File: config.mk
export PLATFORM = sky130hd
export DESIGN_NAME = pcbez_queue
export DESIGN_NICKNAME = d
export VERILOG_FILES = /design/src/hdl/pcbez_pkg.sv /design/src/hdl/pcbez_queue.sv
export SDC_FILE = /design/constraint.sdc
export NUM_CORES = 1
export LEC_CHECK = 0
export ABC_AREA = 1
export BUFFER_PORTS_ARGS = -buffer_cell sky130_fd_sc_hd__buf_2
export CAP_MARGIN = 20
export CORE_AREA = 2 2 246 187
export DETAILED_ROUTE_END_ITERATION = 12
export DIE_AREA = 0 0 248 189
export GPL_ROUTABILITY_DRIVEN = 0
export SYNTH_ARGS = -nofsm -noshare
export SYNTH_HDL_FRONTEND = slang
export SYNTH_SLANG_ARGS = --single-unit
File: constraint.sdc
create_clock -name i_clk -period 5.1 [get_ports i_clk]
set_clock_uncertainty 0.15 [all_clocks]
set_input_delay 0.765 -clock i_clk [delete_from_list [all_inputs] [get_ports i_clk]]
set_output_delay 0.765 -clock i_clk [all_outputs]
set_load 0.1 [all_outputs]
File: src/hdl/pcbez_pkg.sv
// Shared types, codes and arithmetic helpers for the piecewise cubic Bezier evaluator.
`default_nettype none
package pcbez_pkg;

    localparam logic [1:0] FUNC_LOAD  = 2'd0;
    localparam logic [1:0] FUNC_POINT = 2'd1;
    localparam logic [1:0] FUNC_DERIV = 2'd2;
    localparam logic [1:0] FUNC_NONE  = 2'd3;

    localparam logic REG_SEC_COUNT    = 1'b0;
    localparam logic REG_REVERSE_MODE = 1'b1;

    localparam int QDEPTH = 4;
    localparam logic [16:0] ONE_Q16 = 17'h10000;

    typedef enum logic [1:0] {
        K_LOAD  = 2'd0,
        K_POINT = 2'd1,
        K_DERIV = 2'd2
    } t_kind;

    // One queued transfer from front to back.
    typedef struct packed {
        t_kind              kind;
        logic [4:0]         sec;
        logic [1:0]         slot;
        logic signed [31:0] x;
        logic signed [31:0] y;
        logic signed [31:0] z;
        logic [16:0]        t;
        logic               neg;
    } t_qent;

    // Divide by 2^s, rounding half away from zero.
    function automatic logic signed [63:0] rnd_shift(input logic signed [63:0] v,
                                                     input int unsigned s);
        logic signed [63:0] h;
        h = 64'sd1 <<< (s - 1);
        if (v >= 0) begin
            return (v + h) >>> s;
        end else begin
            return -((-v + h) >>> s);
        end
    endfunction

    function automatic logic signed [31:0] sat32(input logic signed [63:0] v);
        if (v > 64'sd2147483647) begin
            return 32'sh7FFFFFFF;
        end else if (v < -64'sd2147483648) begin
            return 32'sh80000000;
        end else begin
            return v[31:0];
        end
    endfunction

endpackage
`default_nettype wire

File: src/hdl/pcbez_queue.sv
// Short FIFO decoupling the front end from the evaluation pipeline.
`default_nettype none
module pcbez_queue
    import pcbez_pkg::*;
(
    input  wire logic  i_clk,
    input  wire logic  i_rst_n,
    input  wire logic  i_push,
    input  t_qent      i_entry,
    input  wire logic  i_pop,
    output t_qent      o_head,
    output logic       o_empty,
    output logic       o_full
);
    localparam int PW = $clog2(QDEPTH);

    t_qent           r_q [QDEPTH];
    logic [PW-1:0]   r_wp;
    logic [PW-1:0]   r_rp;
    logic [PW:0]     r_cnt;

    assign o_empty = (r_cnt == '0);
    assign o_full  = (r_cnt == (PW+1)'(QDEPTH));
    assign o_head  = r_q[r_rp];

    always_ff @(posedge i_clk) begin
        if (i_push) begin
            r_q[r_wp] <= i_entry;
        end
    end

    always_ff @(posedge i_clk) begin
        if (!i_rst_n) begin
            r_wp  <= '0;
            r_rp  <= '0;
            r_cnt <= '0;
        end else begin
            if (i_push) begin
                r_wp <= r_wp + 1'b1;
            end
            if (i_pop) begin
                r_rp <= r_rp + 1'b1;
            end
            r_cnt <= r_cnt + (PW+1)'(i_push) - (PW+1)'(i_pop);
        end
    end
endmodule
`default_nettype wire

* Yosys cells after proc, flatten, opt, wreduce, memory -nomap -nowiden
Memories as Yosys holds them, arrays and structs flattened. A register that Yosys moved wholly into a read port is not among the register bits. Index checks and enable logic that the tools add are counted.
Storage, ports and cells: flip-flop bits (word level) 7, RAM bits 492, output and inout bits 125, word-level logic and storage cells 14, memories 1
Operators by class: $add $sub $neg 4, eq/ne operators 1, multiplexer cells 4, reductions and logical operators 1
Memories:
- r_q | depth 4, width 123, rd ports 1, clocked after Yosys merged registers in 1, wr ports 1, RTL line pcbez_queue.sv:17 | t_qent r_q [QDEPTH];
Operator list (number):
- $add A2 B1 Y2 const B | 2
- $mux W2 | 2
- $add A3 B1 Y3 | 1
- $eq A3 B3 Y1 const B | 1
- $logic_not A3 Y1 | 1
- $sub A3 B1 Y3 | 1
- $mux W1 | 2

* Depth between registers and ports, before layout
depth in word-level cells 3, gate-level depth with buffers 8, gate-level depth less buffers 8

* Worst setup path after synthesis
Ideal clock, no wire load.
path kind input-to-reg, start point input port i_push, end point memory r_q[2][0] (netlist name), enable pin, setup time 0.476 ns, arrival 3.169 ns, data required time 4.474 ns, setup slack 1.305 ns, cell stages on the path 2, buffers on the path 0, cell sequence nand2_1 inv_1
Between the ends: cells in the longest elaborated chain, start to end 2
RTL lines:
- start: declaration | RTL line pcbez_queue.sv:8 | input wire logic i_push,
- $mux W1 | RTL line pcbez_queue.sv:27 | if (i_push) begin
- $mux W1 (not written as such) | RTL line pcbez_queue.sv:28 | r_q[r_wp] <= i_entry;
- end: declaration | RTL line pcbez_queue.sv:17
Every way passes these cells.

==> results.ini <==
[status]
status=finished clean

[final_layout]
final_net_count=1866
fillers=3796
fin_area_um2=22960
final_cell_mix=edfxtp_1, inv_1, nand2_1
drive_gt1_frac=0.1930
syn2layout_area_growth_pct=15.87
layout_commonest_cell=edfxtp_1

[timing]
drv_slew=0
hold_viol_final=0
grt_setup_unrepaired=false
finalSetupViolCount=0
worst_pin_slew_ps=1039
min_period_over_period=0.7313
max_freq_mhz=268.1
period_needed_ps=3730
fin_tns_setup_ps=0
fin_hold_ws_ps=254.4
worst_slew_margin_rel=0.3073

[clock_tree]
post-cts-setup-buffers=0
clk_pin_slew_worst_paths_ps=60
hold_buffers=0
cts_root_buffer=clkbuf_16
clk_path_buf_depth=3
clk_latency_ps=570
cts_tree=yes
cts_buffers=49
h-tree-depth=2
cts_resized=0
cts_sinks=501

[drt]
drc=0
first_iter_violations=728
vias=11530
ant_nets=0
dr.pass1.iters=5
drt-wirelength-per-cell_um=16.38
vias_per_cell=4.887
routed_wirelength_mm=38.64

[worst_setup_path]
rr_worst_depth=5
r2r-start=r_wp[1]$_SDFFE_PN0P_
rrSetupSlack_ps=2740
reg2reg_to=r_q[1][60]$_DFFE_PP_
endpoint_kind=primary output
crit_arrival_ps=2810
crit_required_ps=4180
setup.worst_path.start_class=flop
criticalPathCategory=reg -> out
critPathMaxFanout=92

[grt]
antenna_found_initial=8
grt-ovfl-total=0
grt_usage=0.1633
grt_max_degree=93
grt_pass1_wl_mm=59.78
grt_pass1_vias=10940

[yosys]
yosysWarningCount=0
yosys-top-cells-area=edfxtp_1, inv_1, nand2_1
syn_inst=1490
synth_area_um2=19820
netlist.area_leader.share=0.7455
ys_seq_area_frac=0.7546
synth-seq-cells=501
yosys.area.top_type=edfxtp_1
syn_avg_cell_area_um2=13.30
ys_types=17
synthesis.nets=1624

[floorplanning]
fp-row-count=67
die_w_um=248
die_area_um2=46870
core_area_um2=44350
chipHeight_um=189
pin_count=252
start_util=0.4469

[run]
maxCapViolCount=0

[place]
dpl.hpwl_mm=22.55
portBuffers=251
placed_area_um2=21510

[hold_path]
hold_class=in -> reg
worstHoldPathCells=1
hold_start=i_entry[96]
holdPathEnd=r_q[2][96]$_DFFE_PP_

[pwr]
vdd_drop_max_mv=0.3422
cellLeakagePower_nw=8.894
power_density_nw_per_um2=429.8

==> metrics by stage <==
stage                     setup WS (ps)  utilization  power [mW]  cells
after floorplan                    1305            -       6.338   1490
after global placement             1934       0.4850       6.663   2267
after detailed placement           1923       0.4850       6.680   2267
after CTS                          1278       0.5178       9.992   2358
after global routing               1094       0.5178       10.23   2358
final                              1370       0.5178       9.871   2359
==> kinds of logic after synthesis <==
| family | share of synthesized area |
|---|---|
| AO/OA/AOI/OAI | 0.1112 |
| flip-flops | 0.7546 |
| AND/OR/NAND/NOR | 0.04937 |
| buffers and inverters | 0.07999 |
| adder cells (fa/ha/maj) | 0.004798 |
==> state kept, by name, summed over array words and instances, names as in the netlist, named ones only <==
name and flops:
r_cnt 3, r_q 492, r_rp 2, r_wp 2
==> synth_stat cells, drive strengths merged <==
| master | number |
|---|---|
| clkbuf | 3 |
| o211ai | 123 |
| ha | 6 |
| edfxtp | 492 |
| a21oi | 129 |
| fa | 1 |
| nand3 | 1 |
| nand2 | 256 |
| o21ai | 127 |
| inv | 261 |
| nor3 | 1 |
| buf | 79 |
| dfxtp | 9 |
| nor2 | 2 |
==> critical path: stages (launching register included) <==
cell and delay [ps]:
dfxtp_4 1020, buf_4 450, o211ai_1 140, nand2_1 160, buf_2 440
==> power breakdown <==
group	total (mW)	internal, mW	switching (mW)
Clock	3.29	1.83	1.46
Sequential	4.78	4.71	0.0696
Combinational	1.80	0.283	1.51
==> layer usage <==
layer	GRT usage	wire (um)	up-vias
li1	-	-	5683
met1	0.2237	17580	5562
met2	0.2563	17830	208
met3	0.04692	2500	61
met4	0.04399	639	14
met5	0	89	-
==> how the worst max path moves through the flow <==
stage                     slack (ps)  startpoint  cells past startpoint             endpoint
after detailed placement        1920        flop                      4            o_head[0]
after floorplan                 1300      i_push                      2  r_q[2][0]$_DFFE_PP_
final                           1370        flop                      4          o_head[119]
after global routing            1090        flop                      4          o_head[119]
after CTS                       1280        flop                      4          o_head[119]
after global placement          1930        flop                      4          o_head[119]
==> area by class of cell <==
class	instances	area [um2]	share of cell area
clock buffer	65	1329	0.05786
clock inverter	26	122.6	0.005340
multi-input combinational	646	3278	0.1428
tap	586	733.2	0.03193
antenna	1	2.502	0.0001090
timing repair buffer	273	1546	0.06735
inverter	261	989.7	0.04310
sequential	501	14960	0.6516
Note: power is estimated with default switching activity, not from simulation.
