File: config.mk
export PLATFORM = sky130hd
export DESIGN_NAME = pcbez_front_flat
export DESIGN_NICKNAME = d
export VERILOG_FILES = /design/src/hdl/pcbez_pkg.sv /design/src/hdl/pcbez_if.sv /design/src/hdl/pcbez_front.sv /design/src/flat_wrapper.sv
export SDC_FILE = /design/constraint.sdc
export NUM_CORES = 1
export LEC_CHECK = 0
export BUFFER_PORTS_ARGS = -buffer_cell sky130_fd_sc_hd__buf_4
export CORE_ASPECT_RATIO = 0.75
export CORE_MARGIN = 5
export CORE_UTILIZATION = 30
export CTS_CLUSTER_DIAMETER = 100
export DETAILED_ROUTE_END_ITERATION = 10
export SLEW_MARGIN = 20
export SYNTH_ARGS = -nofsm -noshare
export SYNTH_HDL_FRONTEND = slang
export SYNTH_SLANG_ARGS = --single-unit
export TNS_END_PERCENT = 1
File: constraint.sdc
create_clock -name i_clk -period 27.8 [get_ports i_clk]
set_clock_uncertainty 0.2 [all_clocks]
set_input_delay 1.39 -clock i_clk [delete_from_list [all_inputs] [get_ports i_clk]]
set_output_delay 1.39 -clock i_clk [all_outputs]
set_load 0.005 [all_outputs]
File: src/hdl/pcbez_pkg.sv
// Shared types, codes and arithmetic helpers for the piecewise cubic Bezier evaluator.
`default_nettype none
package pcbez_pkg;

    localparam logic [1:0] FUNC_LOAD  = 2'd0;
    localparam logic [1:0] FUNC_POINT = 2'd1;
    localparam logic [1:0] FUNC_DERIV = 2'd2;
    localparam logic [1:0] FUNC_NONE  = 2'd3;

    localparam logic REG_SEC_COUNT    = 1'b0;
    localparam logic REG_REVERSE_MODE = 1'b1;

    localparam int QDEPTH = 4;
    localparam logic [16:0] ONE_Q16 = 17'h10000;

    typedef enum logic [1:0] {
        K_LOAD  = 2'd0,
        K_POINT = 2'd1,
        K_DERIV = 2'd2
    } t_kind;

    // One queued transfer from front to back.
    typedef struct packed {
        t_kind              kind;
        logic [4:0]         sec;
        logic [1:0]         slot;
        logic signed [31:0] x;
        logic signed [31:0] y;
        logic signed [31:0] z;
        logic [16:0]        t;
        logic               neg;
    } t_qent;

    // Divide by 2^s, rounding half away from zero.
    function automatic logic signed [63:0] rnd_shift(input logic signed [63:0] v,
                                                     input int unsigned s);
        logic signed [63:0] h;
        h = 64'sd1 <<< (s - 1);
        if (v >= 0) begin
            return (v + h) >>> s;
        end else begin
            return -((-v + h) >>> s);
        end
    endfunction

    function automatic logic signed [31:0] sat32(input logic signed [63:0] v);
        if (v > 64'sd2147483647) begin
            return 32'sh7FFFFFFF;
        end else if (v < -64'sd2147483648) begin
            return 32'sh80000000;
        end else begin
            return v[31:0];
        end
    endfunction

endpackage
`default_nettype wire

File: src/hdl/pcbez_if.sv
// Input and result channel interfaces of the Bezier evaluator.
`default_nettype none
interface pcbez_in_if;
    logic        valid;
    logic        ready;
    logic [1:0]  func;
    logic [3:0]  section_sel;
    logic [1:0]  point_slot;
    logic signed [31:0] load_x;
    logic signed [31:0] load_y;
    logic signed [31:0] load_z;
    logic [16:0] param_global;

    modport source(output valid, func, section_sel, point_slot, load_x, load_y, load_z,
                   param_global, input ready);
    modport sink(input valid, func, section_sel, point_slot, load_x, load_y, load_z,
                 param_global, output ready);
endinterface

`default_nettype wire

File: src/hdl/pcbez_front.sv
// Front end: configuration registers, item classification and section/local-t mapping.
`default_nettype none
module pcbez_front
    import pcbez_pkg::*;
#(
    parameter int MAX_SECTIONS = 16
) (
    input  wire logic        i_clk,
    input  wire logic        i_rst_n,
    input  wire logic        psel,
    input  wire logic        penable,
    input  wire logic        pwrite,
    input  wire logic [2:0]  paddr,
    input  wire logic [31:0] pwdata,
    output logic [31:0]      prdata,
    output logic             pready,
    pcbez_in_if.sink         i_in,
    input  wire logic        i_full,
    output logic             o_push,
    output t_qent            o_entry
);
    localparam int NMAX = (MAX_SECTIONS > 31) ? 31 : MAX_SECTIONS;

    logic [4:0] r_sec_count;
    logic       r_reverse;
    logic       wr_en;

    logic [4:0]         n_eff;
    logic signed [18:0] tgs;
    logic signed [24:0] tc;
    logic [20:0]        end_v;
    logic [20:0]        tcc;
    logic [4:0]         sec;
    logic               at_end;
    logic               is_load;
    logic               load_ok;

    assign pready = 1'b1;
    assign wr_en  = psel && penable && pwrite && pready;

    always_ff @(posedge i_clk) begin
        if (!i_rst_n) begin
            r_sec_count <= 5'd1;
            r_reverse   <= 1'b0;
        end else if (wr_en) begin
            unique case (paddr[2])
                REG_SEC_COUNT:    r_sec_count <= pwdata[4:0];
                REG_REVERSE_MODE: r_reverse   <= pwdata[0];
            endcase
        end
    end

    always_comb begin
        unique case (paddr[2])
            REG_SEC_COUNT:    prdata = {27'd0, r_sec_count};
            REG_REVERSE_MODE: prdata = {31'd0, r_reverse};
        endcase
    end

    // Section count clamped into 1..NMAX (MAX_SECTIONS, capped at 31).
    always_comb begin
        if (r_sec_count == 5'd0) begin
            n_eff = 5'd1;
        end else if (int'(r_sec_count) > NMAX) begin
            n_eff = 5'(NMAX);
        end else begin
            n_eff = r_sec_count;
        end
    end

    always_comb begin
        tgs = r_reverse ? (19'sd65536 - $signed({2'b00, i_in.param_global}))
                        : $signed({2'b00, i_in.param_global});
        tc    = $signed({{6{tgs[18]}}, tgs}) * $signed({20'd0, n_eff});
        end_v = {n_eff, 16'd0};
        if (tc < 0) begin
            tcc = 21'd0;
        end else if (tc > $signed({4'd0, end_v})) begin
            tcc = end_v;
        end else begin
            tcc = tc[20:0];
        end
        at_end = (tcc == end_v);
        sec    = (tcc[20:16] >= n_eff) ? (n_eff - 5'd1) : tcc[20:16];
    end

    assign is_load  = (i_in.func == FUNC_LOAD);
    assign load_ok  = (int'(i_in.section_sel) < MAX_SECTIONS);
    assign i_in.ready = !i_full;

    // Unused code and out-of-table loads are dropped here.
    assign o_push = i_in.valid && i_in.ready && (i_in.func != FUNC_NONE)
                    && (!is_load || load_ok);

    always_comb begin
        o_entry.kind = is_load ? K_LOAD : ((i_in.func == FUNC_DERIV) ? K_DERIV : K_POINT);
        o_entry.sec  = is_load ? {1'b0, i_in.section_sel} : sec;
        o_entry.slot = i_in.point_slot;
        o_entry.x    = i_in.load_x;
        o_entry.y    = i_in.load_y;
        o_entry.z    = i_in.load_z;
        o_entry.t    = at_end ? ONE_Q16 : {1'b0, tcc[15:0]};
        o_entry.neg  = r_reverse && (i_in.func == FUNC_DERIV);
    end
endmodule
`default_nettype wire

File: src/flat_wrapper.sv
// flat-port wrapper written by rule: the top's interface ports become plain ports
module pcbez_front_flat import pcbez_pkg::*;
#(
    parameter int MAX_SECTIONS = 16
)
  (i_clk, i_rst_n, psel, penable, pwrite, paddr, pwdata, prdata, pready, i_full, o_push, o_entry, i_in_valid, i_in_func, i_in_section_sel, i_in_point_slot, i_in_load_x, i_in_load_y, i_in_load_z, i_in_param_global, i_in_ready);
  pcbez_in_if i_in_i ();
  input  wire logic i_clk;
  input  wire logic i_rst_n;
  input  wire logic psel;
  input  wire logic penable;
  input  wire logic pwrite;
  input  wire logic [2:0] paddr;
  input  wire logic [31:0] pwdata;
  output logic [31:0] prdata;
  output logic pready;
  input  wire logic i_full;
  output logic o_push;
  output t_qent o_entry;
  input wire logic [$bits(i_in_i.valid)-1:0] i_in_valid;
  input wire logic [$bits(i_in_i.func)-1:0] i_in_func;
  input wire logic [$bits(i_in_i.section_sel)-1:0] i_in_section_sel;
  input wire logic [$bits(i_in_i.point_slot)-1:0] i_in_point_slot;
  input wire logic [$bits(i_in_i.load_x)-1:0] i_in_load_x;
  input wire logic [$bits(i_in_i.load_y)-1:0] i_in_load_y;
  input wire logic [$bits(i_in_i.load_z)-1:0] i_in_load_z;
  input wire logic [$bits(i_in_i.param_global)-1:0] i_in_param_global;
  output wire logic [$bits(i_in_i.ready)-1:0] i_in_ready;
  assign i_in_i.valid = i_in_valid;
  assign i_in_i.func = i_in_func;
  assign i_in_i.section_sel = i_in_section_sel;
  assign i_in_i.point_slot = i_in_point_slot;
  assign i_in_i.load_x = i_in_load_x;
  assign i_in_i.load_y = i_in_load_y;
  assign i_in_i.load_z = i_in_load_z;
  assign i_in_i.param_global = i_in_param_global;
  assign i_in_ready = i_in_i.ready;
  pcbez_front #(.MAX_SECTIONS(MAX_SECTIONS)) u_core (.i_clk(i_clk), .i_rst_n(i_rst_n), .psel(psel), .penable(penable), .pwrite(pwrite), .paddr(paddr), .pwdata(pwdata), .prdata(prdata), .pready(pready), .i_in(i_in_i), .i_full(i_full), .o_push(o_push), .o_entry(o_entry));
endmodule
== After elaboration in Yosys (flattened, before gate mapping) ==
Index checks and enable logic that the tools add are counted.
Word-level totals
  flip-flop bits (word level): 6
  bits in latches: 0
  memory bits (writable): 0
  memory bits (read-only): 0
  output and inout bits: 158
  memories: 0
Operators by class
  add/subtract/negate cells: 2
  multiply operators: 1
  div/mod/pow operators: 0
  order comparisons: 4
  eq/ne operators: 3
  shifts and indexed selects: 0
  multiplexer cells: 11
  bitwise logic cells: 1
  reduce and logical (&&, ||, !) cells: 10
Operators by type and width (number)
  32-bit case mux with 2 select lines: 1
  21-bit 2-to-1 mux: 2
  25-bit by 22-bit > comparator with 1-bit output: 1
  25-bit by 1-bit less-than comparator with 1-bit output (second input constant): 1
  19-bit by 6-bit multiplier with 25-bit output: 1
  21-bit == test: 1
  5-bit 2-to-1 mux: 4
  19-bit 2-to-1 mux: 1
  17-bit by 17-bit subtractor with 18-bit output (first input constant): 1
  17-bit 2-to-1 mux: 1
  5-bit >= comparator: 1
  5-bit > comparator (second input constant): 1
  1-bit logical AND: 5
  5-bit zero test: 1
  5-bit by 1-bit subtractor with 5-bit output (second input constant): 1
  2-bit 2-to-1 mux: 2
  2-bit AND reduction: 2
  2-bit == test (second input constant): 1
  2-bit zero test: 1
  2-bit inequality test (second input constant): 1
  1-bit zero test: 1
  1-bit inverter: 1

== Depth between registers and ports, before layout ==
Gate-level depths: netlist of the first run.
  depth in word-level cells: 10
  mapped depth: 36

== Worst setup path after synthesis of the first run ==
Ideal clock, no wire load.
  path type: input -> output
  start point: in i_in_param_global[0]
  end point: out o_entry[119] (netlist name)
  arrival: 9.904 ns
  slack: 16.306 ns
  cell stages on the path: 33
  path buffers: 1
  cell sequence: inv_1 ha_1 nand2_1 or4_1 o41ai_1 xor2_1 nor2_1 fa_1 fa_1 inv_1 fa_1 inv_1 ha_1 buf_2 o21ai_0 nor2_1 o311ai_0 a31oi_1 a21boi_0 o21ai_0 xor2_1 ha_1 nand3_1 or4b_4 a2111oi_4 mux2i_1 nor2_1 ha_1 a21o_1 a21o_1 a221oi_1 or3b_2 o221ai_1
RTL lines
  start: declaration: line flat_wrapper.sv:27  | input wire logic [$bits(i_in_i.param_global)-1:0] i_in_param_global;
  end: declaration: line flat_wrapper.sv:19  | output t_qent o_entry;

==> flow_summary.html, run 1 <==
<table>
<tr><th>Metric</th><th>Value</th></tr>
<tr><th colspan="2">Global route</th></tr>
<tr><td>Global-route wire length before repair</td><td>21920 µm</td></tr>
<tr><td>Antenna violations before repair</td><td>1</td></tr>
<tr><td>Total Routing Usage GR</td><td>11.92%</td></tr>
<tr><td>Maximum number of pins on one net before global-route repair</td><td>22</td></tr>
<tr><td>Remaining global-route overflow</td><td>0</td></tr>
<tr><td>Number of global-route vias before repair</td><td>4360</td></tr>
<tr><th colspan="2">Worst setup path</th></tr>
<tr><td>Stage delay of the slowest cell on the critical path</td><td>0.68 ns</td></tr>
<tr><td>Required time reported for the critical path endpoint</td><td>26.21 ns</td></tr>
<tr><td>R2r endpoint</td><td>u_core.r_reverse</td></tr>
<tr><td>Startpoint type of the worst setup path</td><td>primary input</td></tr>
<tr><td>Element type at the critical path end</td><td>output port</td></tr>
<tr><td>Worst reg-to-reg path cell count</td><td>2</td></tr>
<tr><td>Worst reg2reg path startpoint</td><td>u_core.r_reverse</td></tr>
<tr><td>Cell class contributing the biggest share of worst-path delay</td><td>compound AO/OA/AOI/OAI gates</td></tr>
<tr><td>Worst R2R Setup Slack</td><td>26.52 ns</td></tr>
<tr><td>Arrival time at the worst endpoint</td><td>11.31 ns</td></tr>
<tr><td>Critical path fanouts, max</td><td>9</td></tr>
<tr><td>Critical path type</td><td>in2out</td></tr>
<tr><td>Buf/Inv on CP</td><td>5</td></tr>
<tr><td>Slowest CP cell</td><td>sky130_fd_sc_hd__a2111oi_4</td></tr>
<tr><td>Library cell appearing most often on the critical path</td><td>sky130_fd_sc_hd__ha_1</td></tr>
<tr><th colspan="2">CTS</th></tr>
<tr><td>Setup bufs post-CTS</td><td>0</td></tr>
<tr><td>Post-cts repair resize count</td><td>0</td></tr>
<tr><td>CTS Root Buffer Type</td><td>sky130_fd_sc_hd__clkbuf_16</td></tr>
<tr><td>Clock buffers created by TritonCTS</td><td>3</td></tr>
<tr><td>TritonCTS clock tree</td><td>yes</td></tr>
<tr><td>Number of buffers inserted by hold repair at cts</td><td>0</td></tr>
<tr><td>Later-pin clock latency in the skew report</td><td>0.22 ns</td></tr>
<tr><td>Clock-pin slew on the worst setup and hold paths</td><td>0.03 ns</td></tr>
<tr><td>CTS HTree Levels</td><td>1</td></tr>
<tr><td>Sinks on the clock net</td><td>6</td></tr>
<tr><td>CTS max path bufs</td><td>2</td></tr>
<tr><th colspan="2">STA</th></tr>
<tr><td>Clock period minus final worst setup slack</td><td>12.90 ns</td></tr>
<tr><td>Sum of negative setup slack</td><td>0 ns</td></tr>
<tr><td>Slew Viols, Final</td><td>0</td></tr>
<tr><td>Max transition margin</td><td>48.48%</td></tr>
<tr><td>Maximum frequency from static timing analysis</td><td>77.51 MHz</td></tr>
<tr><td>Share of the clock period used by the worst path after layout</td><td>46.41%</td></tr>
<tr><td>Setup repair after global routing missed its margin</td><td>false</td></tr>
<tr><td>Count of endpoints failing hold in the final timing report</td><td>0</td></tr>
<tr><td>Actual transition at the worst max-transition pin</td><td>0.7699 ns</td></tr>
<tr><td>Setup Viol. Count Final</td><td>0</td></tr>
<tr><th colspan="2">Min path</th></tr>
<tr><td>Worst min-delay path class</td><td>reg2reg</td></tr>
<tr><td>Origin of the worst min-delay path</td><td>u_core.r_sec_count[2]</td></tr>
<tr><td>Hold Crit Depth</td><td>2</td></tr>
<tr><td>Hold Path End</td><td>u_core.r_sec_count[2]</td></tr>
<tr><th colspan="2">Pwr</th></tr>
<tr><td>P_sw</td><td>0.00005316 W</td></tr>
<tr><td>Part of the total power dissipated in the clock network</td><td>19.3%</td></tr>
<tr><td>Proportion of power drawn by combinational gates</td><td>72.9%</td></tr>
<tr><td>Static Leakage</td><td>2.809 nW</td></tr>
<tr><td>IR drop worst, VDD</td><td>0.00001646 V</td></tr>
<tr><td>Total power divided by cell area</td><td>21.27 mW/mm²</td></tr>
<tr><td>Internal Power</td><td>0.00006586 W</td></tr>
<tr><td>Share of total power consumed by net switching</td><td>44.66%</td></tr>
<tr><td>Part of the power in registers</td><td>7.8%</td></tr>
<tr><th colspan="2">Synth</th></tr>
<tr><td>Sequential element share of the synthesized area</td><td>2.135%</td></tr>
<tr><td>Top_reg_cell synth</td><td>sky130_fd_sc_hd__dfxtp_1</td></tr>
<tr><td>Number of warnings reported in the yosys synthesis log</td><td>0</td></tr>
<tr><td>Instance count of the mapped netlist</td><td>753</td></tr>
<tr><td>Post-synth ARST share</td><td>0%</td></tr>
<tr><td>Count of distinct cell types in the synthesized netlist</td><td>62</td></tr>
<tr><td>Post-synth top area cell</td><td>sky130_fd_sc_hd__fa_1</td></tr>
<tr><td>Cell with the most instances after synthesis</td><td>sky130_fd_sc_hd__buf_4</td></tr>
<tr><td>Post-synth EDFFs</td><td>0</td></tr>
<tr><td>Leading post-synthesis cells by cell area</td><td>sky130_fd_sc_hd__fa_1, sky130_fd_sc_hd__buf_4, sky130_fd_sc_hd__ha_1</td></tr>
<tr><td>Mapped Area</td><td>0.005627 mm²</td></tr>
<tr><td>List of most frequent post-synthesis cells</td><td>sky130_fd_sc_hd__buf_4, sky130_fd_sc_hd__inv_1, sky130_fd_sc_hd__nor2_1, sky130_fd_sc_hd__ha_1, sky130_fd_sc_hd__fa_1</td></tr>
<tr><td>Share of the synthesized area in the top cell type</td><td>19.92%</td></tr>
<tr><td>Post-synthesis register bit count</td><td>6</td></tr>
<tr><td>Avg Synthesized Cell Area</td><td>7.472 µm²</td></tr>
<tr><th colspan="2">Routing</th></tr>
<tr><td>Met3 wire len</td><td>1003 µm</td></tr>
<tr><td>Vias</td><td>4335</td></tr>
<tr><td>Top Metal Used</td><td>met5</td></tr>
<tr><td>Routed length on met2</td><td>4890 µm</td></tr>
<tr><td>Number of nets with antenna violations after detailed routing</td><td>0</td></tr>
<tr><td>Final wirelength</td><td>12950 µm</td></tr>
<tr><td>Detailed-routing wirelength on met1</td><td>6932 µm</td></tr>
<tr><td>Final routed wire length divided by cell count</td><td>13.58 µm</td></tr>
<tr><td>Number of remaining DRC errors</td><td>0</td></tr>
<tr><td>Number of detailed-route iterations in the first pass</td><td>4</td></tr>
<tr><td>Number of DRC markers in iteration 0</td><td>210</td></tr>
<tr><td>Via-to-Cell Ratio</td><td>4.549</td></tr>
<tr><th colspan="2">Layout</th></tr>
<tr><td>Final design utilization</td><td>30.33%</td></tr>
<tr><td>Fill cell instance count of the final layout</td><td>2026</td></tr>
<tr><td>Post-layout nets</td><td>985</td></tr>
<tr><td>Final antenna diode count</td><td>0</td></tr>
<tr><td>Synth-to-layout area growth</td><td>-0.5336%</td></tr>
<tr><td>Area used by multi-input combinational logic</td><td>0.004135 mm²</td></tr>
<tr><td>Proportion of layout cells with a drive suffix above 1</td><td>11.90%</td></tr>
<tr><td>Sequential cell area in the final layout</td><td>120.1 µm²</td></tr>
<tr><th colspan="2">Floorplan</th></tr>
<tr><td>Initial core utilization</td><td>30.49%</td></tr>
<tr><td>Floorplan die width</td><td>168.1 µm</td></tr>
<tr><td>Die Span Y</td><td>128.6 µm</td></tr>
<tr><td>Std-Cell Rows</td><td>43</td></tr>
<tr><td>Total Die Area</td><td>0.02162 mm²</td></tr>
<tr><td>Number of top-level pins</td><td>321</td></tr>
<tr><td>Area of the core</td><td>0.01845 mm²</td></tr>
<tr><th colspan="2">Outcome</th></tr>
<tr><td>Status</td><td>finished, final reports clean</td></tr>
<tr><th colspan="2">Job</th></tr>
<tr><td>Maximum Capacitance Violations</td><td>0</td></tr>
<tr><th colspan="2">Placed design</th></tr>
<tr><td>RD Place Congestion</td><td>0.8590</td></tr>
<tr><td>Number of buffer cells added on primary ports</td><td>67</td></tr>
<tr><td>Detailed placement HPWL</td><td>11080 µm</td></tr>
</table>
-- how the worst max path moves through the flow --
stage	start	endpoint	slack, ns	cells after the start
6_report	i_in_param_global[0]	o_entry[119]	14.90	34
5_1_grt	i_in_param_global[0]	o_entry[119]	14.12	34
4_1_cts	i_in_param_global[0]	o_entry[118]	14.87	34
3_5_place_dp	i_in_param_global[0]	o_entry[118]	14.92	34
3_3_place_gp	i_in_param_global[0]	o_entry[118]	14.85	34
2_1_floorplan	i_in_param_global[0]	o_entry[119]	16.31	33
-- power by group through the flow --
| stage | combinational [W] | clock (W) | sequential, W |
|---|---|---|---|
| 2_1_floorplan | 0.0000699 | 0 | 0.00000909 |
| 4_1_cts | 0.0000881 | 0.0000233 | 0.00000923 |
| 3_5_place_dp | 0.0000868 | 0 | 0.00000935 |
| 6_report | 0.0000868 | 0.0000230 | 0.00000923 |
| 3_3_place_gp | 0.0000874 | 0 | 0.00000935 |
| 5_1_grt | 0.0000992 | 0.0000245 | 0.00000929 |
-- state kept, by name, summed over array words and instances (netlist names) --
register	cells
u_core.r_sec_count	5
u_core.r_reverse	1
-- worst reg2reg max path, delay by kind of cell (launching register included) --
kind | cells | cell delay (ns)
multiplexers | 1 | 0.16
flip-flops | 1 | 0.73
AND/OR/NAND/NOR | 1 | 0.13
-- per-layer routing --
metal	track usage, %	vias up
li1	-	2170
met1	19.07	2023
met2	16.38	129
met3	2.948	11
met4	1.240	2
met5	0	-
-- cell usage in the layout (no fill, tap or decap), types with 3 or more instances in the layout --
cell type	netlist	final
sky130_fd_sc_hd__buf_4	127	69
sky130_fd_sc_hd__o21a_1	5	5
sky130_fd_sc_hd__clkinv_1	3	3
sky130_fd_sc_hd__a21o_1	5	5
sky130_fd_sc_hd__clkbuf_16	0	3
sky130_fd_sc_hd__a21oi_1	25	25
sky130_fd_sc_hd__nand2b_1	8	8
sky130_fd_sc_hd__nand2_1	27	27
sky130_fd_sc_hd__nor3b_1	4	4
sky130_fd_sc_hd__conb_1	2	28
sky130_fd_sc_hd__and3_1	5	5
sky130_fd_sc_hd__o21ai_0	23	22
sky130_fd_sc_hd__a221oi_1	3	3
sky130_fd_sc_hd__nor2b_1	17	17
sky130_fd_sc_hd__xnor2_1	15	15
sky130_fd_sc_hd__ha_1	58	58
sky130_fd_sc_hd__nor2_1	111	111
sky130_fd_sc_hd__or4_1	4	4
sky130_fd_sc_hd__inv_1	114	114
sky130_fd_sc_hd__nand3_1	10	10
sky130_fd_sc_hd__o31ai_1	5	5
sky130_fd_sc_hd__dfxtp_1	6	6
sky130_fd_sc_hd__and2_1	7	7
sky130_fd_sc_hd__mux2i_1	13	13
sky130_fd_sc_hd__fa_1	56	56
sky130_fd_sc_hd__xor2_1	19	19
sky130_fd_sc_hd__nor3_1	11	11
sky130_fd_sc_hd__nand4_1	4	4
sky130_fd_sc_hd__or3_1	4	4
-- stage by stage --
step	area, µm²	setup WS (ns)	hold WS (ns)	instances	total power, W
5_1_grt	5597	14.12	0.4125	953	0.0001330
6_report	5597	14.90	0.3756	953	0.0001190
3_5_place_dp	5522	14.92	0.3605	950	0.00009617
3_3_place_gp	5522	14.85	0.3630	950	0.00009674
2_1_floorplan	5724	16.31	0.3285	779	0.00007894
4_1_cts	5597	14.87	0.3790	953	0.0001206
-- final cells by class --
class | count | share of cell area (%)
clock buffers | 3 | 1.341
well taps | 247 | 5.522
flip-flops and latches | 6 | 2.146
multi-input cells | 511 | 73.89
inverters | 117 | 7.847
repair buffers | 69 | 9.256
-- logic make-up (layout without fill, tap and decap cells) --
group,after synthesis,count (layout),share of synthesized area (%)
simple gates,227,227,19.41
other cells,2,28,0.1335
mux,13,13,2.313
fa+ha+maj,114,114,32.82
xor+xnor,34,34,5.292
buf+inv,262,189,26.11
flops,6,6,2.135
compound gates,95,95,11.79
Note: power is estimated with default switching activity, not from simulation.
==> inputs of run 2 (changes only) <==
==> constraint.sdc (replaced) <==
create_clock -name i_clk -period 10.8 [get_ports i_clk]
set_clock_uncertainty 0.2 [all_clocks]
set_input_delay 0.54 -clock i_clk [delete_from_list [all_inputs] [get_ports i_clk]]
set_output_delay 0.54 -clock i_clk [all_outputs]
set_load 0.005 [all_outputs]
==> flow_summary.html, run 2 (synthesized netlist as in run 1, its figures left out) <==
<table>
<tr><th>Metric</th><th>Value</th></tr>
<tr><th colspan="2">CTS</th></tr>
<tr><td>Later-pin clock latency in the skew report</td><td>0.23 ns</td></tr>
<tr><td>TritonCTS clock tree</td><td>yes</td></tr>
<tr><td>Sinks on the clock net</td><td>6</td></tr>
<tr><td>Clock-pin slew on the worst setup and hold paths</td><td>0.03 ns</td></tr>
<tr><td>Clock buffers created by TritonCTS</td><td>3</td></tr>
<tr><td>CTS max path bufs</td><td>2</td></tr>
<tr><td>CTS Root Buffer Type</td><td>sky130_fd_sc_hd__clkbuf_16</td></tr>
<tr><td>CTS HTree Levels</td><td>1</td></tr>
<tr><th colspan="2">Worst setup path</th></tr>
<tr><td>Critical path fanouts, max</td><td>7</td></tr>
<tr><td>Stage delay of the slowest cell on the critical path</td><td>0.57 ns</td></tr>
<tr><td>Arrival time at the worst endpoint</td><td>9.47 ns</td></tr>
<tr><td>Worst reg2reg path startpoint</td><td>u_core.r_reverse</td></tr>
<tr><td>Startpoint type of the worst setup path</td><td>primary input</td></tr>
<tr><td>Worst reg-to-reg path cell count</td><td>2</td></tr>
<tr><td>Slowest CP cell</td><td>sky130_fd_sc_hd__or4b_4</td></tr>
<tr><td>Element type at the critical path end</td><td>output port</td></tr>
<tr><td>Critical path type</td><td>in2out</td></tr>
<tr><td>Library cell appearing most often on the critical path</td><td>sky130_fd_sc_hd__ha_1</td></tr>
<tr><td>Required time reported for the critical path endpoint</td><td>10.06 ns</td></tr>
<tr><td>R2r endpoint</td><td>u_core.r_reverse</td></tr>
<tr><td>Worst R2R Setup Slack</td><td>9.51 ns</td></tr>
<tr><th colspan="2">Layout</th></tr>
<tr><td>Post-layout nets</td><td>1001</td></tr>
<tr><td>Final antenna diode count</td><td>0</td></tr>
<tr><td>Commonest cells after routing, fill and taps aside</td><td>sky130_fd_sc_hd__inv_1, sky130_fd_sc_hd__nor2_1, sky130_fd_sc_hd__buf_4</td></tr>
<tr><td>Proportion of layout cells with a drive suffix above 1</td><td>14.82%</td></tr>
<tr><td>Synth-to-layout area growth</td><td>2.424%</td></tr>
<tr><td>Flip-flop count of the largest register after layout</td><td>5</td></tr>
<tr><td>Largest registers</td><td>u_core.r_sec_count: 5 flops, u_core.r_reverse: 1 flops</td></tr>
<tr><td>Fill cell instance count of the final layout</td><td>1997</td></tr>
<tr><td>Most common library cell in the layout ignoring fill and taps</td><td>sky130_fd_sc_hd__inv_1</td></tr>
<tr><td>Register ranked first by flip-flop count</td><td>u_core.r_sec_count</td></tr>
<tr><th colspan="2">Floorplan</th></tr>
<tr><td>Number of top-level pins</td><td>321</td></tr>
<tr><td>Initial core utilization</td><td>30.49%</td></tr>
<tr><td>Die Span Y</td><td>128.6 µm</td></tr>
<tr><td>Total Die Area</td><td>0.02162 mm²</td></tr>
<tr><td>Area of the core</td><td>0.01845 mm²</td></tr>
<tr><td>Std-Cell Rows</td><td>43</td></tr>
<tr><td>Floorplan die width</td><td>168.1 µm</td></tr>
<tr><th colspan="2">Placed design</th></tr>
<tr><td>DP Worst Slack</td><td>0.2214 ns</td></tr>
<tr><td>Number of buffer cells added on primary ports</td><td>67</td></tr>
<tr><td>RD Place Congestion</td><td>0.8378</td></tr>
<tr><td>Detailed placement HPWL</td><td>11150 µm</td></tr>
<tr><th colspan="2">Pwr</th></tr>
<tr><td>IR drop worst, VDD</td><td>0.00004426 V</td></tr>
<tr><td>Share of total power consumed by net switching</td><td>44.31%</td></tr>
<tr><td>Total power divided by cell area</td><td>55.36 mW/mm²</td></tr>
<tr><td>Part of the total power dissipated in the clock network</td><td>18.5%</td></tr>
<tr><td>Part of the power in registers</td><td>7.5%</td></tr>
<tr><td>Static Leakage</td><td>2.883 nW</td></tr>
<tr><td>Internal Power</td><td>0.0001777 W</td></tr>
<tr><td>Proportion of power drawn by combinational gates</td><td>74.0%</td></tr>
<tr><td>P_sw</td><td>0.0001414 W</td></tr>
<tr><th colspan="2">STA</th></tr>
<tr><td>Setup repair after global routing missed its margin</td><td>false</td></tr>
<tr><td>Sum of negative setup slack</td><td>0 ns</td></tr>
<tr><td>Clock period minus final worst setup slack</td><td>10.21 ns</td></tr>
<tr><td>Slew Viols, Final</td><td>0</td></tr>
<tr><td>Count of endpoints failing hold in the final timing report</td><td>0</td></tr>
<tr><td>Max transition margin</td><td>52.81%</td></tr>
<tr><td>Share of the clock period used by the worst path after layout</td><td>94.54%</td></tr>
<tr><td>Maximum frequency from static timing analysis</td><td>97.95 MHz</td></tr>
<tr><td>Actual transition at the worst max-transition pin</td><td>0.7053 ns</td></tr>
<tr><td>Final hold slack</td><td>0.3204 ns</td></tr>
<tr><td>Setup Viol. Count Final</td><td>0</td></tr>
<tr><td>Worst Slack Setup Final</td><td>0.5902 ns</td></tr>
<tr><th colspan="2">Job</th></tr>
<tr><td>Maximum Capacitance Violations</td><td>0</td></tr>
<tr><th colspan="2">Global route</th></tr>
<tr><td>Number of global-route vias before repair</td><td>4253</td></tr>
<tr><td>Maximum number of pins on one net before global-route repair</td><td>22</td></tr>
<tr><td>Antenna violations before repair</td><td>0</td></tr>
<tr><td>Total Routing Usage GR</td><td>11.79%</td></tr>
<tr><td>Remaining global-route overflow</td><td>0</td></tr>
<tr><td>Global-route wire length before repair</td><td>21710 µm</td></tr>
<tr><th colspan="2">Routing</th></tr>
<tr><td>Number of nets with antenna violations after detailed routing</td><td>0</td></tr>
<tr><td>Number of detailed-route iterations in the first pass</td><td>5</td></tr>
<tr><td>Via-to-Cell Ratio</td><td>4.552</td></tr>
<tr><td>Number of remaining DRC errors</td><td>0</td></tr>
<tr><td>Vias</td><td>4411</td></tr>
<tr><td>Number of DRC markers in iteration 0</td><td>291</td></tr>
<tr><td>Final wirelength</td><td>13060 µm</td></tr>
<tr><td>Final routed wire length divided by cell count</td><td>13.47 µm</td></tr>
<tr><th colspan="2">Min path</th></tr>
<tr><td>Hold Crit Depth</td><td>2</td></tr>
<tr><td>Worst min-delay path class</td><td>in2reg</td></tr>
<tr><td>Hold Path End</td><td>u_core.r_sec_count[0]</td></tr>
<tr><td>Origin of the worst min-delay path</td><td>i_rst_n</td></tr>
<tr><th colspan="2">Outcome</th></tr>
<tr><td>Status</td><td>finished, final reports clean</td></tr>
</table>
[run 2: cell types whose count changed in the layout (fill, tap and decap cells not counted), sizes merged]
| cell | previous run | this run |
|---|---|---|
| clkinvlp | 0 | 1 |
| buf | 69 | 85 |
| inv | 114 | 113 |
[run 2: per-layer routing]
metal / share of wire, % / GRT usage, %
met5: 0 / 0
met4: 0.15 / 0.6679
met3: 7.9 / 2.703
met2: 37 / 15.65
met1: 55 / 19.63
[run 2: what timing repair did]
action / 4_1_cts / 5_1_grt
hold buffers: 0 / 0
resized for setup: 0 / 10
setup buffers: 0 / 2
setup endpoints to repair: 0 / 5
[run 2: power by group through the flow]
stage          combinational [W]  sequential (W)  clock [W]
2_1_floorplan           0.000180       0.0000234          0
3_3_place_gp            0.000234       0.0000241          0
3_5_place_dp            0.000233       0.0000241          0
4_1_cts                 0.000236       0.0000238  0.0000602
5_1_grt                 0.000267       0.0000240  0.0000610
6_report                0.000236       0.0000238  0.0000591
[run 2: cell type report]
class	instances	area (µm²)	area share (%)
Multi-Input combinational cell	511	4178	72.49
Tap cell	247	309.0	5.363
Inverter	117	442.9	7.686
Sequential cell	6	120.1	2.084
Timing Repair Buffer	85	638.1	11.07
Clock buffer	3	75.07	1.303
[run 2: worst max-delay path by stage]
stage / start / to / slack (ns) / cells after the start
floorplan: i_in_param_global[0] / o_entry[119] / 1.01 / 33
detailed placement: i_in_param_global[0] / o_entry[119] / 0.22 / 35
finish: i_in_param_global[0] / o_entry[119] / 0.59 / 36
global route: i_in_param_global[0] / o_entry[119] / 0.08 / 36
CTS: i_in_param_global[0] / o_entry[119] / 0.20 / 35
global placement: i_in_param_global[0] / o_entry[119] / 0.34 / 35
[run 2: worst max-delay path, delay by kind of cell]
kind	cells	cell delay (ns)
buffers and inverters	6	0.74
adder cells (fa/ha/maj)	7	2.72
XOR/XNOR	2	0.46
AO/OA/AOI/OAI	7	1.51
AND/OR/NAND/NOR	13	3.20
multiplexers	1	0.26
[run 2: per-stage QoR]
| stage | utilization (%) | instance area, µm² | power (W) | std cells |
|---|---|---|---|---|
| after floorplan | - | 5724 | 0.0002032 | 779 |
| after global placement | 30.49 | 5627 | 0.0002577 | 964 |
| after detailed placement | 30.49 | 5627 | 0.0002568 | 964 |
| after CTS | 30.90 | 5702 | 0.0003195 | 967 |
| after global routing | 31.23 | 5763 | 0.0003519 | 969 |
| final | 31.23 | 5763 | 0.0003190 | 969 |
